<file path="config.mk">
export PLATFORM = sky130hd
export DESIGN_NAME = pct_vram
export DESIGN_NICKNAME = d
export VERILOG_FILES = /design/src/rtl/core/assert_macros.svh /design/src/rtl/core/pct_pkg.sv /design/src/rtl/core/pct_vram.sv
export SDC_FILE = /design/constraint.sdc
export NUM_CORES = 2
export LEC_CHECK = 0
export BUFFER_PORTS_ARGS = -buffer_cell sky130_fd_sc_hd__buf_2
export CAP_MARGIN = 30
export CORE_MARGIN = 5
export CORE_UTILIZATION = 54
export DETAILED_ROUTE_END_ITERATION = 8
export GPL_TIMING_DRIVEN = 0
export PLACE_DENSITY = 0.79
export RECOVER_POWER = 100
export SLEW_MARGIN = 5
export SYNTH_ARGS = -nofsm -noshare
export SYNTH_HDL_FRONTEND = slang
export SYNTH_SLANG_ARGS = --single-unit
</file>
<file path="constraint.sdc">
create_clock -name aclk -period 13.5 [get_ports aclk]
set_input_delay 2.025 -clock aclk [delete_from_list [all_inputs] [get_ports aclk]]
set_output_delay 2.025 -clock aclk [all_outputs]
set_load 0.1 [all_outputs]
</file>
<file path="src/rtl/core/assert_macros.svh">
// Assertion macros shared by the collision test RTL.
// No dependencies; included by files that carry concurrent assertions.
`ifndef ASSERT_MACROS_SVH
`define ASSERT_MACROS_SVH

// Checks a property on every rising edge of aclk while aresetn is high.
`define PCT_ASSERT(lbl, prop) \
    lbl: assert property (@(posedge aclk) disable iff (!aresetn) (prop)) \
        else $error("pct assertion failed");

// Checks that a trigger is followed by a consequence in the next cycle.
`define PCT_ASSERT_NEXT(lbl, trig, cons) \
    lbl: assert property (@(posedge aclk) disable iff (!aresetn) (trig) |=> (cons)) \
        else $error("pct sequencing assertion failed");

`endif

</file>
<file path="src/rtl/core/pct_pkg.sv">
// Package for the polygon collision test: widths, vertex type, cause codes,
// sequencer states and multiplier control. No dependencies.
package pct_pkg;

    localparam int COORD_W   = 24;
    localparam int FRAC_BITS = 8;
    localparam int MAX_V     = 64;
    localparam int ADDR_W    = $clog2(MAX_V);
    localparam int CNT_W     = ADDR_W + 1;
    localparam int MINRUN_W  = 16;
    localparam int WALK_W    = COORD_W + 2;
    localparam int OP_W      = COORD_W + 3;
    localparam int PROD_W    = 2 * OP_W;
    localparam int ACC_W     = PROD_W + 1;
    localparam int NPROD     = 6;
    localparam int STEP_W    = 3;
    localparam int NACC      = 3;
    localparam int OUT_W     = 8;

    localparam logic [MINRUN_W-1:0] MIN_RUN_RESET =
        MINRUN_W'(((3 << FRAC_BITS) + 5) / 10);

    typedef logic [2:0] cause_t;
    localparam cause_t CAUSE_FEW  = 3'd0;
    localparam cause_t CAUSE_BOX  = 3'd1;
    localparam cause_t CAUSE_EDGE = 3'd2;
    localparam cause_t CAUSE_BIN  = 3'd3;
    localparam cause_t CAUSE_AIN  = 3'd4;

    localparam logic [STEP_W-1:0] LAST_SEG = STEP_W'(NPROD - 1);
    localparam logic [STEP_W-1:0] LAST_PIP = STEP_W'(1);

    typedef struct packed {
        logic signed [COORD_W-1:0] y;
        logic signed [COORD_W-1:0] x;
    } vertex_t;

    typedef struct packed {
        logic              start;
        logic [STEP_W-1:0] last;
    } xm_ctl_t;

    typedef enum logic [4:0] {
        ST_IDLE, ST_CHECK,
        ST_AI, ST_AIW, ST_AR, ST_ARW,
        ST_BI, ST_BIW, ST_BR, ST_BRW,
        ST_XM, ST_XW,
        ST_PI, ST_PIW, ST_PR, ST_PRW, ST_PM, ST_PW,
        ST_DONE
    } state_t;

endpackage

</file>
<file path="src/rtl/core/pct_vram.sv">
// Vertex store: one write port and one registered read port.
// Depends on pct_pkg for the vertex type and depth.
module pct_vram
    import pct_pkg::*;
(
    input  logic              aclk,
    input  logic              we,
    input  logic [ADDR_W-1:0] waddr,
    input  vertex_t           wdata,
    input  logic [ADDR_W-1:0] raddr,
    output vertex_t           rdata
);

    vertex_t mem [MAX_V];

    always_ff @(posedge aclk) begin
        if (we) begin
            mem[waddr] <= wdata;
        end
        rdata <= mem[raddr];
    end

endmodule

</file>
# [Word level (Yosys, flattened, before mapping)]
# Memory sizes are Yosys's and may differ from the RTL's. A register that Yosys moved wholly into a read port is not among the register bits.
# Cells that the tools add are included.
[word_totals] register_bits=0 latchBits=0 ram_bits=3072 rom_bits=0 inputBits=62 out_inout_bits=48 wordCells=3 memories=1
[memory_table] name="mem" depth=64 width=48 rd=1 rd_clocked_by_memory_dff=1 wr=1 line="pct_vram.sv:14" source="vertex_t mem [MAX_V];"
[classes] addsub=0 multipliers=0 n_div=0 n_lt_le_gt_ge=0 eq_ne=0 shift=0 muxes=2 n_bitwise=0 reduce_logical=0
[ops] op="$mux 1" count=2

# [Logic depth before layout (Yosys ltp)]
[depth] word_depth=2 ltp_mapped=9 mapped_depth_nobuf=5

# [Worst setup path after synthesis]
# Ideal clock, no wire load.
[synth_path] kind="input to register" startpoint="input waddr[3]" endpoint="memory mem[48][0] (netlist bit), enable pin" setup_time_ps=513 arrival_ps=5797 required_ps=12987 setup_slack_ps=7190 path_stages=4 n_path_buf=1 cell_sequence="clkbuf_1 nor2b_1 nand4b_1 nor3_1"
[synth_rtl] element="start: declaration" line="pct_vram.sv:8" source="input logic [ADDR_W-1:0] waddr,"
[synth_rtl] element="end: declaration" line="pct_vram.sv:14"
# Straight into the memory's write port.

==> key figures <==
Critical path
  – CP max-delay cell: clkbuf_1
  – CP required: 14240 ps
  – Crit. End Element: flop
  – Crit path kind: in -> reg
  – Worst EP arrival: 8720 ps
  – Slowest stage delay, CP: between 1000 and 1500 ps
  – Most frequent cell on the critical path: clkbuf_1
  – Crit-path cells: clkbuf_1 -> clkbuf_1 -> clkbuf_1 -> clkbuf_1 -> clkbuf_1 -> mux2i_1 -> a21oi_1 -> a21oi_1 -> a221oi_1
  – CP startpoint kind: primary input
  – CP Max Fanout: 10

Logic synthesis
  – Yosys reg bits: 3120
  – Mapped cell area: 0.117 mm^2
  – Unique cell type count in the Yosys netlist: 36
  – Register area share after synthesis: 79.6%
  – Mapped Avg Cell Area: 23.6 um^2
  – Post-Syn Instances: 4970
  – Ys flop type: edfxtp_1
  – Total number of yosys warnings: 0
  – Post-synth EDFFs: 3072
  – Synth Net Count: 5032
  – Ys async rst share: 0%

Route
  – Via count: about 64000
  – Met3 Wirelength: a little under 60000 um
  – DRT Pass-1 Iters: 9
  – Met2 routed WL: 166000 um
  – # DRC: 5
  – Routed WL: 366000 um
  – DR vias/cell: ~7.3
  – Max Used Layer: met5
  – M1 wire length: 109000 um
  – Initial DRC Count: around 12000
  – Antenna viol nets, final: 0
  – WL per Instance: 42.0 um

Clocking
  – Clock-pin slew on the worst setup and hold paths: 60 ps
  – CTS Buf Count: 305
  – Post-CTS sizing: 0
  – Setup repair bufs after CTS: 0
  – TritonCTS Sinks: 3120
  – Clock Path Buffers: 4
  – Root buf cell: clkbuf_16
  – CTS tree: yes
  – Hold-fix buffers, CTS: 0
  – H-tree levels: 5
  – Later-pin clock latency in the skew report: 970 ps

Final layout
  – Final Net Count: 5671
  – Fillers: 13900
  – Share of cells above drive strength 1: 23.5%
  – Finished Layout Cells: 8700
  – Area Growth Syn to Fin: 12.3%

STA
  – Slew @ Worst Pin: between 2000 and 3000 ps
  – RSZ-0062 raised after global routing: false
  – # setup viols final: 0
  – Fmax: 0.125 GHz
  – Setup_tns: 0 ps
  – Max-slew violations: 5438
  – Worst rel slew slack: -88.7%
  – Hold_ws: around 1000 ps
  – Clk_skew: 62.7 ps
  – Period minus WS final: 7980 ps
  – Hold Violations, Final: 0
  – Final period util: 59.1%
  – Final setup slack of the worst path: approximately 5500 ps

Global route
  – Initial antenna violation count: 18
  – Largest net degree at the start of global routing: 65
  – GRT Overall Usage: between 30% and 40%
  – Global-route wire length before repair: ~490000 um
  – Global route overflow: 0
  – Vias in the first global route: 63800

Pwr
  – Net switching power: 0.00455 W
  – Sequential share of power: 53.1%
  – Logic pwr share: 6.2%
  – P_leak: 40.6 nW
  – Pwr dens: 154 mW/mm^2
  – Maximum vdd drop: 155 uV
  – Internal power: 0.0157 W
  – Switching Share: 22.5%
  – Clock share of power: 40.7%

Flow run
  – Max Cap Violations: about 210

Worst hold path
  – Min-delay worst type: reg -> reg

Floorplanning
  – Die extent in y: 476 um
  – Die X-Extent: 476 um
  – I/O pin cnt: 110
  – Initial core utilization: a little over half
  – Core Area: 0.217 mm^2
  – Die area: ~0.23 mm^2
  – FP Rows: 171

Placed design
  – DP Cell Count: a little over 8000
  – Port bufs: 101
  – Detailed Place HPWL: 216000 um
  – Dpl ws: 7380 ps
  – GPL Wtd Cong: 0.834

Status
  – Failing checks: design-rule violations, max-capacitance violations, max-slew violations
  – Status: finished, violations left
-- per-layer routing --
| layer | vias up | global-route usage [%] |
|---|---|---|
| met2 | 7338 | 48.2 |
| met3 | 1726 | 10.4 |
| li1 | 22800 | - |
| met1 | 31900 | 39.8 |
| met5 | - | 0 |
| met4 | 10 | 20.1 |
-- critical path: cells and delay by family --
family	cells	cell delay (ps)
AOI/OAI and AO/OA	3	1520
buffers and inverters	5	4890
muxes	1	250
-- cells in the final DEF, fill, tap and decap left out, types with 3 or more instances in the layout --
master,n
o22ai_1,122
clkbuf_8,5
or2_2,3
nand2_1,55
nand3b_1,5
a22oi_1,72
a211oi_1,32
bufinv_16,19
clkbuf_16,313
a311oi_1,11
clkbuf_1,472
nand2b_1,10
mux2i_1,63
clkinv_1,65
nand3_1,7
buf_1,12
o221ai_1,28
a22o_1,57
a31o_2,5
buf_8,21
nor2_1,132
mux2_2,12
mux4_2,754
a21oi_1,74
dfxtp_1,48
or3_1,3
nor3_1,3
buf_6,18
clkinvlp_4,7
clkinv_2,45
a221oi_1,83
buf_4,59
nor2b_1,24
buf_2,98
edfxtp_1,3072
diode_2,19
or3b_2,4
-- cell type report --
class | instances | area [um^2] | share of cell area [%]
clock inverters | 138 | 1110 | 0.844
well taps | 2854 | 3570 | 2.71
repair buffers | 332 | 1570 | 1.19
plain buffers | 282 | 1480 | 1.12
multi-input cells | 1568 | 22400 | 17.0
flip-flops and latches | 3120 | 93200 | 70.9
clock buffers | 387 | 8160 | 6.20
diodes | 19 | 47.5 | 0.0361
-- path summary, 6_finish.rpt --
path                                   from   endpoint  slack, ps  depth (start not counted)
worst max-delay path               raddr[1]  rdata[45]       5520                          9
worst min-delay path            mem[49][14]  rdata[14]        980                          5
worst max register to register  mem[36][10]  rdata[10]      10980                          5
worst min register to register  mem[49][14]  rdata[14]        980                          5
-- sequential cells by signal, summed over array words and instances (netlist names) --
name,cells
mem,3072
rdata,48
-- Yosys cell counts, drive strengths merged, types with 48 or more instances --
cell / n / area share, %
a21oi: 74 / 0.32
mux4: 754 / 14
clkbuf: 99 / 0.32
buf: 183 / 0.96
o22ai: 122 / 0.65
nor2: 132 / 0.42
a22o: 57 / 0.43
a22oi: 72 / 0.46
nand2: 55 / 0.18
mux2i: 63 / 0.54
dfxtp: 48 / 0.82
edfxtp: 3072 / 79
a221oi: 83 / 0.62
-- kinds of logic (layout without fill, tap and decap cells) --
| kind of cell | after synthesis | after routing | synth area share, % |
|---|---|---|---|
| buffers and inverters | 282 | 1139 | 1.28 |
| multiplexers | 829 | 829 | 15.2 |
| AND/OR/NAND/NOR | 253 | 253 | 0.957 |
| other | 0 | 19 | 0 |
| AO/OA/AOI/OAI | 486 | 486 | 3.02 |
| flip-flops | 3120 | 3120 | 79.6 |
-- power by group through the flow --
stage	Sequential, W	Clock (W)	Combinational (W)
2_1_floorplan	0.0111	0	0.000512
3_3_place_gp	0.0110	0	0.00113
3_5_place_dp	0.0110	0	0.00121
4_1_cts	0.0107	0.00820	0.00124
5_1_grt	0.0108	0.00866	0.00127
6_report	0.0108	0.00824	0.00125
-- per-stage QoR --
| step | power, W | util [%] | area [um^2] |
|---|---|---|---|
| final | 0.0203 | 60.8 | 132000 |
| after global routing | 0.0207 | 60.7 | 132000 |
| after CTS | 0.0202 | 62.2 | 135000 |
| after detailed placement | 0.0122 | 57.9 | 125000 |
| after global placement | 0.0121 | 56.0 | 121000 |
| after floorplan | 0.0116 | - | 117000 |
Note: power is estimated with default switching activity, not from simulation.
