### src/rtl/core/assert_macros.svh
// Assertion macros shared by the collision test RTL.
// No dependencies; included by files that carry concurrent assertions.
`ifndef ASSERT_MACROS_SVH
`define ASSERT_MACROS_SVH

// Checks a property on every rising edge of aclk while aresetn is high.
`define PCT_ASSERT(lbl, prop) \
    lbl: assert property (@(posedge aclk) disable iff (!aresetn) (prop)) \
        else $error("pct assertion failed");

// Checks that a trigger is followed by a consequence in the next cycle.
`define PCT_ASSERT_NEXT(lbl, trig, cons) \
    lbl: assert property (@(posedge aclk) disable iff (!aresetn) (trig) |=> (cons)) \
        else $error("pct sequencing assertion failed");

`endif

### src/rtl/core/pct_pkg.sv
// Package for the polygon collision test: widths, vertex type, cause codes,
// sequencer states and multiplier control. No dependencies.
package pct_pkg;

    localparam int COORD_W   = 24;
    localparam int FRAC_BITS = 8;
    localparam int MAX_V     = 64;
    localparam int ADDR_W    = $clog2(MAX_V);
    localparam int CNT_W     = ADDR_W + 1;
    localparam int MINRUN_W  = 16;
    localparam int WALK_W    = COORD_W + 2;
    localparam int OP_W      = COORD_W + 3;
    localparam int PROD_W    = 2 * OP_W;
    localparam int ACC_W     = PROD_W + 1;
    localparam int NPROD     = 6;
    localparam int STEP_W    = 3;
    localparam int NACC      = 3;
    localparam int OUT_W     = 8;

    localparam logic [MINRUN_W-1:0] MIN_RUN_RESET =
        MINRUN_W'(((3 << FRAC_BITS) + 5) / 10);

    typedef logic [2:0] cause_t;
    localparam cause_t CAUSE_FEW  = 3'd0;
    localparam cause_t CAUSE_BOX  = 3'd1;
    localparam cause_t CAUSE_EDGE = 3'd2;
    localparam cause_t CAUSE_BIN  = 3'd3;
    localparam cause_t CAUSE_AIN  = 3'd4;

    localparam logic [STEP_W-1:0] LAST_SEG = STEP_W'(NPROD - 1);
    localparam logic [STEP_W-1:0] LAST_PIP = STEP_W'(1);

    typedef struct packed {
        logic signed [COORD_W-1:0] y;
        logic signed [COORD_W-1:0] x;
    } vertex_t;

    typedef struct packed {
        logic              start;
        logic [STEP_W-1:0] last;
    } xm_ctl_t;

    typedef enum logic [4:0] {
        ST_IDLE, ST_CHECK,
        ST_AI, ST_AIW, ST_AR, ST_ARW,
        ST_BI, ST_BIW, ST_BR, ST_BRW,
        ST_XM, ST_XW,
        ST_PI, ST_PIW, ST_PR, ST_PRW, ST_PM, ST_PW,
        ST_DONE
    } state_t;

endpackage

### src/rtl/core/pct_xmul.sv
// Shared multiplier that forms up to three cross products a*b - c*d,
// one registered product per cycle. Depends on pct_pkg.
module pct_xmul
    import pct_pkg::*;
(
    input  logic                    aclk,
    input  logic                    aresetn,
    input  xm_ctl_t                 ctl,
    input  logic signed [OP_W-1:0]  op_a [NPROD],
    input  logic signed [OP_W-1:0]  op_b [NPROD],
    output logic signed [ACC_W-1:0] acc  [NACC],
    output logic                    done
);

    logic                     busy_reg;
    logic                     pvalid_reg;
    logic                     done_reg;
    logic [STEP_W-1:0]        step_reg;
    logic [STEP_W-1:0]        pidx_reg;
    logic [STEP_W-1:0]        last_reg;
    logic signed [PROD_W-1:0] prod_reg;
    logic signed [ACC_W-1:0]  acc_reg [NACC];

    always_ff @(posedge aclk) begin
        if (!aresetn) begin
            busy_reg   <= 1'b0;
            pvalid_reg <= 1'b0;
            done_reg   <= 1'b0;
            step_reg   <= '0;
        end else begin
            done_reg   <= pvalid_reg && (pidx_reg == last_reg);
            pvalid_reg <= busy_reg;
            if (ctl.start) begin
                busy_reg <= 1'b1;
                step_reg <= '0;
            end else if (busy_reg) begin
                step_reg <= step_reg + 1'b1;
                if (step_reg == last_reg) begin
                    busy_reg <= 1'b0;
                end
            end
        end
    end

    always_ff @(posedge aclk) begin
        if (ctl.start) begin
            last_reg <= ctl.last;
        end
        if (busy_reg) begin
            prod_reg <= op_a[step_reg] * op_b[step_reg];
            pidx_reg <= step_reg;
        end
        if (pvalid_reg) begin
            if (pidx_reg[0]) begin
                acc_reg[pidx_reg[2:1]] <= acc_reg[pidx_reg[2:1]] - ACC_W'(prod_reg);
            end else begin
                acc_reg[pidx_reg[2:1]] <= ACC_W'(prod_reg);
            end
        end
    end

    assign acc  = acc_reg;
    assign done = done_reg;

endmodule

### config.mk
export PLATFORM = sky130hd
export DESIGN_NAME = pct_xmul
export DESIGN_NICKNAME = d
export VERILOG_FILES = /design/src/rtl/core/assert_macros.svh /design/src/rtl/core/pct_pkg.sv /design/src/rtl/core/pct_xmul.sv
export SDC_FILE = /design/constraint.sdc
export NUM_CORES = 2
export LEC_CHECK = 0
export BUFFER_PORTS_ARGS = -buffer_cell sky130_fd_sc_hd__buf_2
export CAP_MARGIN = 20
export CORE_MARGIN = 4
export CORE_UTILIZATION = 30
export CTS_CLUSTER_SIZE = 8
export DETAILED_ROUTE_END_ITERATION = 12
export PLACE_DENSITY = 0.55
export SLEW_MARGIN = 10
export SYNTH_ARGS = -nofsm -noshare
export SYNTH_HDL_FRONTEND = slang
export SYNTH_SLANG_ARGS = --single-unit
### constraint.sdc
create_clock -name aclk -period 26.1 [get_ports aclk]
set_input_delay 2.61 -clock aclk [delete_from_list [all_inputs] [get_ports aclk]]
set_output_delay 2.61 -clock aclk [all_outputs]
set_load 0.02 [all_outputs]
Word level (Yosys, flattened, before mapping)
Index checks and enable logic that the tools add are counted.
- magnitude comparators: 3
- multipliers: 1
- reduce and logical (&&, ||, !) cells: 3
- mux-type cells: 17
- add/subtract/negate cells: 2
- eq/ne operators: 2
- bitwise gates (word level): 3
- operator list (kind ; count):
    $bwmux W165 ; 2
    $mux W165 ; 1
    $mux W55 ; 3
    $bmux W27 S3 ; 2
    $bmux W55 S2 ; 1
    $demux W55 S2 ; 1
    $mux W27 ; 4
    $sub A55 B54 Y55 ; 1
    $mul A27 B27 Y54 ; 1
    $eq A3 B3 Y1 ; 2
    $ge A4 B4 Y1 const B ; 1
    $not A3 Y4 ; 1
    $add A3 B1 Y3 const B ; 1
    $ge A3 B3 Y1 const B ; 1
    $lt A3 B1 Y1 const B ; 1
    $mux W1 ; 3
    $not A2 Y3 ; 1
    $logic_and A1 B1 Y1 ; 2
    $reduce_or A2 Y1 ; 1
    $not A1 Y1 ; 1
- output and inout bits: 166
- word-level logic and storage cells: 41
- bits in registers: 231

Depth between registers and ports, before layout
- word-level depth: 7
- gate-level depth with buffers: 34
- mapped depth without buffers: 29

Least setup slack after synthesis
No wires, ideal clock.
- path type: input port to flip-flop
- from: input op_b[63] (netlist bit)
- to: register prod_reg[52], data pin
- cell stages on the path: 24
- slack: 16.153 ns
- buffers on the path: 1
- required time: 25.838 ns
- arrival time: 9.685 ns
- cell sequence: mux4_2 a21oi_1 clkbuf_1 nor2_1 fa_1 inv_1 fa_1 inv_1 fa_1 fa_1 fa_1 fa_1 fa_1 ha_1 a21o_1 a21o_1 a21oi_1 o21ai_0 a21o_1 a21o_1 a21o_1 a21oi_1 o21ai_1 xor2_1
- longest elaborated chain between the ends: 4
- RTL lines (item ; line ; text):
    from (decl) ; pct_xmul.sv:10 ; input logic signed [OP_W-1:0] op_b [NPROD],
    $bmux W27 S3 ; pct_xmul.sv:50 ; prod_reg <= op_a[step_reg] * op_b[step_reg];
    $mux W27 (not written as such) (2 in series) ; pct_xmul.sv:50 ;
    $mul A27 B27 Y54 ; pct_xmul.sv:50 ;
    to (signal assigned) ; pct_xmul.sv:50 ;
    to (decl) ; pct_xmul.sv:21 ; logic signed [PROD_W-1:0] prod_reg;
Every way passes these cells. The select of a mux whose other input is x is not followed.
A chain may end at the register's enable or synchronous reset.

Worst setup path after layout
- from: register step_reg[0]
- to: register prod_reg[46], data pin
- longest elaborated chain between the ends: 5
- elaborated cells between the ends (all ways): 8
- RTL lines (item ; line ; text):
    from (decl) ; pct_xmul.sv:18 ; logic [STEP_W-1:0] step_reg;
    from (signal assigned) ; pct_xmul.sv:37 ; step_reg <= step_reg + 1'b1;
    $not A3 Y4 (not written as such) * ; pct_xmul.sv:50 ;
    $bmux W27 S3 ; pct_xmul.sv:50 ;
    $mux W27 (not written as such) (2 in series) ; pct_xmul.sv:50 ;
    $mul A27 B27 Y54 * ; pct_xmul.sv:50 ;
Every way passes the cells marked *; elsewhere a longest branch is shown, timed or not. The select of a mux whose other input is x is not followed.

==> impl_metrics.csv <==
group,metric,value,unit
global_routing,grt_max_degree,62,
die,rows,136,
cts,clockBufferDepth,3,
cts,clkSlewWorstSetupHoldPaths,0.06,ns
layout,multi_input_area,0.0305,mm²
global_routing,grt_pass1_wl,222000,µm
run_status,status,"finished clean",
cts,clk_latency,0.53,ns
logic_synthesis,ys_async_sr_fraction,0,
logic_synthesis,synth-edff-count,225,
layout,fin_cells,6628,
die,io_pins,496,
sta,rsz0062_at_grt,"no",
route,vias,32758,
die,start_util,0.302,
route,first_pass_iters,5,
logic_synthesis,synth_area_leaders,"fa_1 (37%), edfxtp_1 (16%), inv_1 (8.2%)",
sta,finalHoldViolCount,0,
global_routing,grt_pass1_vias,35089,
layout,final-seq-area,0.00689,mm²
logic_synthesis,avgSynthCellArea,9.36,µm²
layout,drive_gt1_frac,0.157,
sta,post-route-min-period,10.59,ns
logic_synthesis,seq_area_frac_synth,0.166,
logic_synthesis,ys_seq_elements,231,
placed_design,port_buffers,495,
placed_design,place_inst,6579,
die,fp.dieH,380,µm
layout,largest_reg_flops,165,
worst_setup_path,arrival,10.84,ns
worst_setup_path,critPathRequiredTime,26.36,ns
route,drc,0,
sta,final_max_slew_viol_count,0,
route,ant_nets,0,
global_routing,grt_overflow,0,
worst_setup_path,start_kind,"flip-flop",
cts,post_cts_buffers,0,
route,wl_per_cell,22.2,µm
logic_synthesis,synth_cell_types,90,
cts,clock-root-buffer,"clkbuf_16",
sta,setup_viol,0,
logic_synthesis,syn_nets,5728,
layout,layout.nets,6127,
worst_setup_path,path_class,"flip-flop to flip-flop",
global_routing,antenna_found_initial,7,
run,cap_violations,0,
logic_synthesis,syn-instance-count,4423,
cts,holdBufCountCts,0,
min_path,hold_class,"flip-flop to flip-flop",
layout,area_delta_synth_final,13.6,%
route,drt_iter0_drc,2638,
cts,cts_max_level,2,
logic_synthesis,synth_top_area_frac,0.368,
sta,relSlewSlack,0.184,
route,routed_wl,147000,µm
cts,cts_buffers,35,
sta,timing.final.crit_share,0.406,
logic_synthesis,netlist.top_cell.by_area,"fa_1",
cts,cts_tree,"yes",
layout,nFillCells,14167,
cts,ctsResizeCount,0,
sta,setup_tns,0,ns
placed_design,dp_hpwl,115000,µm
sta,fin_worst_skew,0.0268,ns
worst_setup_path,end_kind,"flip-flop",
route,vias_per_cell,4.94,
logic_synthesis,ys.flop_type,"edfxtp_1",
sta,clock.fmax,94.5,MHz
logic_synthesis,syn-cell-area,0.0414,mm²
placed_design,gp_congestion,0.890,
die,fp.coreArea,0.137,mm²
sta,tightestPinTransition,1.22,ns
cts,clkSinkCount,231,
die,fp.dieW,380,µm
global_routing,grtUsageTotal,0.202,
worst_setup_path,crit_path_max_fanout,43,
die,die_area,0.144,mm²
logic_synthesis,ys_warn_count,0,
## layout by cell type, fill, tap and decap left out, types with 25 or more instances in the layout
master / count
inv_1: 900
mux4_2: 54
o21ai_0: 108
xnor2_1: 79
buf_4: 78
a21oi_1: 131
a21o_1: 99
a21oi_2: 25
buf_2: 495
nor2_1: 499
clkbuf_16: 36
xor2_1: 25
nand2_1: 541
and2_1: 49
mux2i_1: 134
nand2b_1: 32
ha_1: 213
edfxtp_1: 225
fa_1: 762
nand3_1: 31
## area by class of cell
cell class                 instances  area share
tap                             1794      0.0477
inverter                         901      0.0719
clock buffer                      42      0.0196
sequential                       231       0.146
clock inverter                     5    0.000824
antenna                            2    0.000106
multi-input combinational       3079       0.648
timing repair buffer             574      0.0654
## path summary, 6_finish.rpt
kind                                 start                endpoint  slack [ns]  depth (start not counted)
setup / recovery  step_reg[0]$_SDFFE_PP0P_  prod_reg[46]$_DFFE_PP_       15.51                         25
hold / removal       pvalid_reg$_SDFF_PN0_         done$_SDFF_PN0_        0.47                          2
setup reg to reg  step_reg[0]$_SDFFE_PP0P_  prod_reg[46]$_DFFE_PP_       15.51                         25
hold reg to reg      pvalid_reg$_SDFF_PN0_         done$_SDFF_PN0_        0.47                          2
## worst max-delay path, stage by stage (launching register included)
cell,delay [ns]
dfxtp_4,0.77
buf_4,0.72
buf_4,0.58
mux4_2,0.60
a21o_1,0.48
nand2_1,0.28
inv_1,0.10
fa_1,0.74
fa_1,0.60
fa_1,0.58
ha_1,0.58
inv_1,0.49
fa_1,0.62
inv_1,0.05
fa_1,0.52
inv_1,0.05
fa_1,0.47
inv_1,0.04
ha_1,0.35
and3_1,0.23
and2_1,0.18
a221oi_1,0.39
a21oi_2,0.15
nor4b_1,0.32
nor3_2,0.09
xor2_1,0.15
## through the flow
step / worst slack [ns] / area (µm²) / hold slack (ns) / utilization
final: 15.51 / 47100 / 0.473 / 0.343
after global routing: 14.78 / 47100 / 0.509 / 0.343
after CTS: 15.35 / 47100 / 0.475 / 0.343
after detailed placement: 15.04 / 46100 / 0.471 / 0.336
after global placement: 15.14 / 46100 / 0.469 / 0.336
after floorplan: 16.15 / 41400 / 0.439 / -
## per-layer routing
metal | part of all wire | track usage
met5 | 0.00061 | 0
met4 | 0.026 | 0.0463
met1 | 0.43 | 0.272
met3 | 0.075 | 0.0339
met2 | 0.47 | 0.340
## Yosys cell counts (7+ instances only)
library cell  number
nor3_1            22
nand2b_1          35
inv_1            900
buf_2             34
mux4_2            54
nor2_1           499
and2_1            52
a211o_1            8
edfxtp_1         225
and4_1            11
nor2b_1           25
o211ai_1          10
and3_1            14
xnor2_1           79
xor2_1            25
nand3_1           31
a22oi_1            7
a211oi_1           8
mux2i_1          134
o21a_1             7
fa_1             762
nor4_1            11
o21bai_1          15
o21ai_0          108
a21o_1            99
a31oi_1           24
o21ai_1           21
ha_1             213
nand2_1          541
o22ai_1            8
buf_1             21
or2_2              8
clkbuf_1         141
a21oi_1          154
nand4_1           15
## logic make-up after synthesis
kind of cell,Yosys count,share of synthesized area
muxes,189,0.0620
DFF,231,0.166
buffers and inverters,1113,0.104
xor gates and xnor gates,104,0.0220
adders and majority gates,975,0.433
AOI/OAI and AO/OA,528,0.0825
and+or+nand+nor,1283,0.131
Power is left out: the tool's default activity adds up to more than one toggle a clock period on the data nets, which glitch-free logic cannot reach.
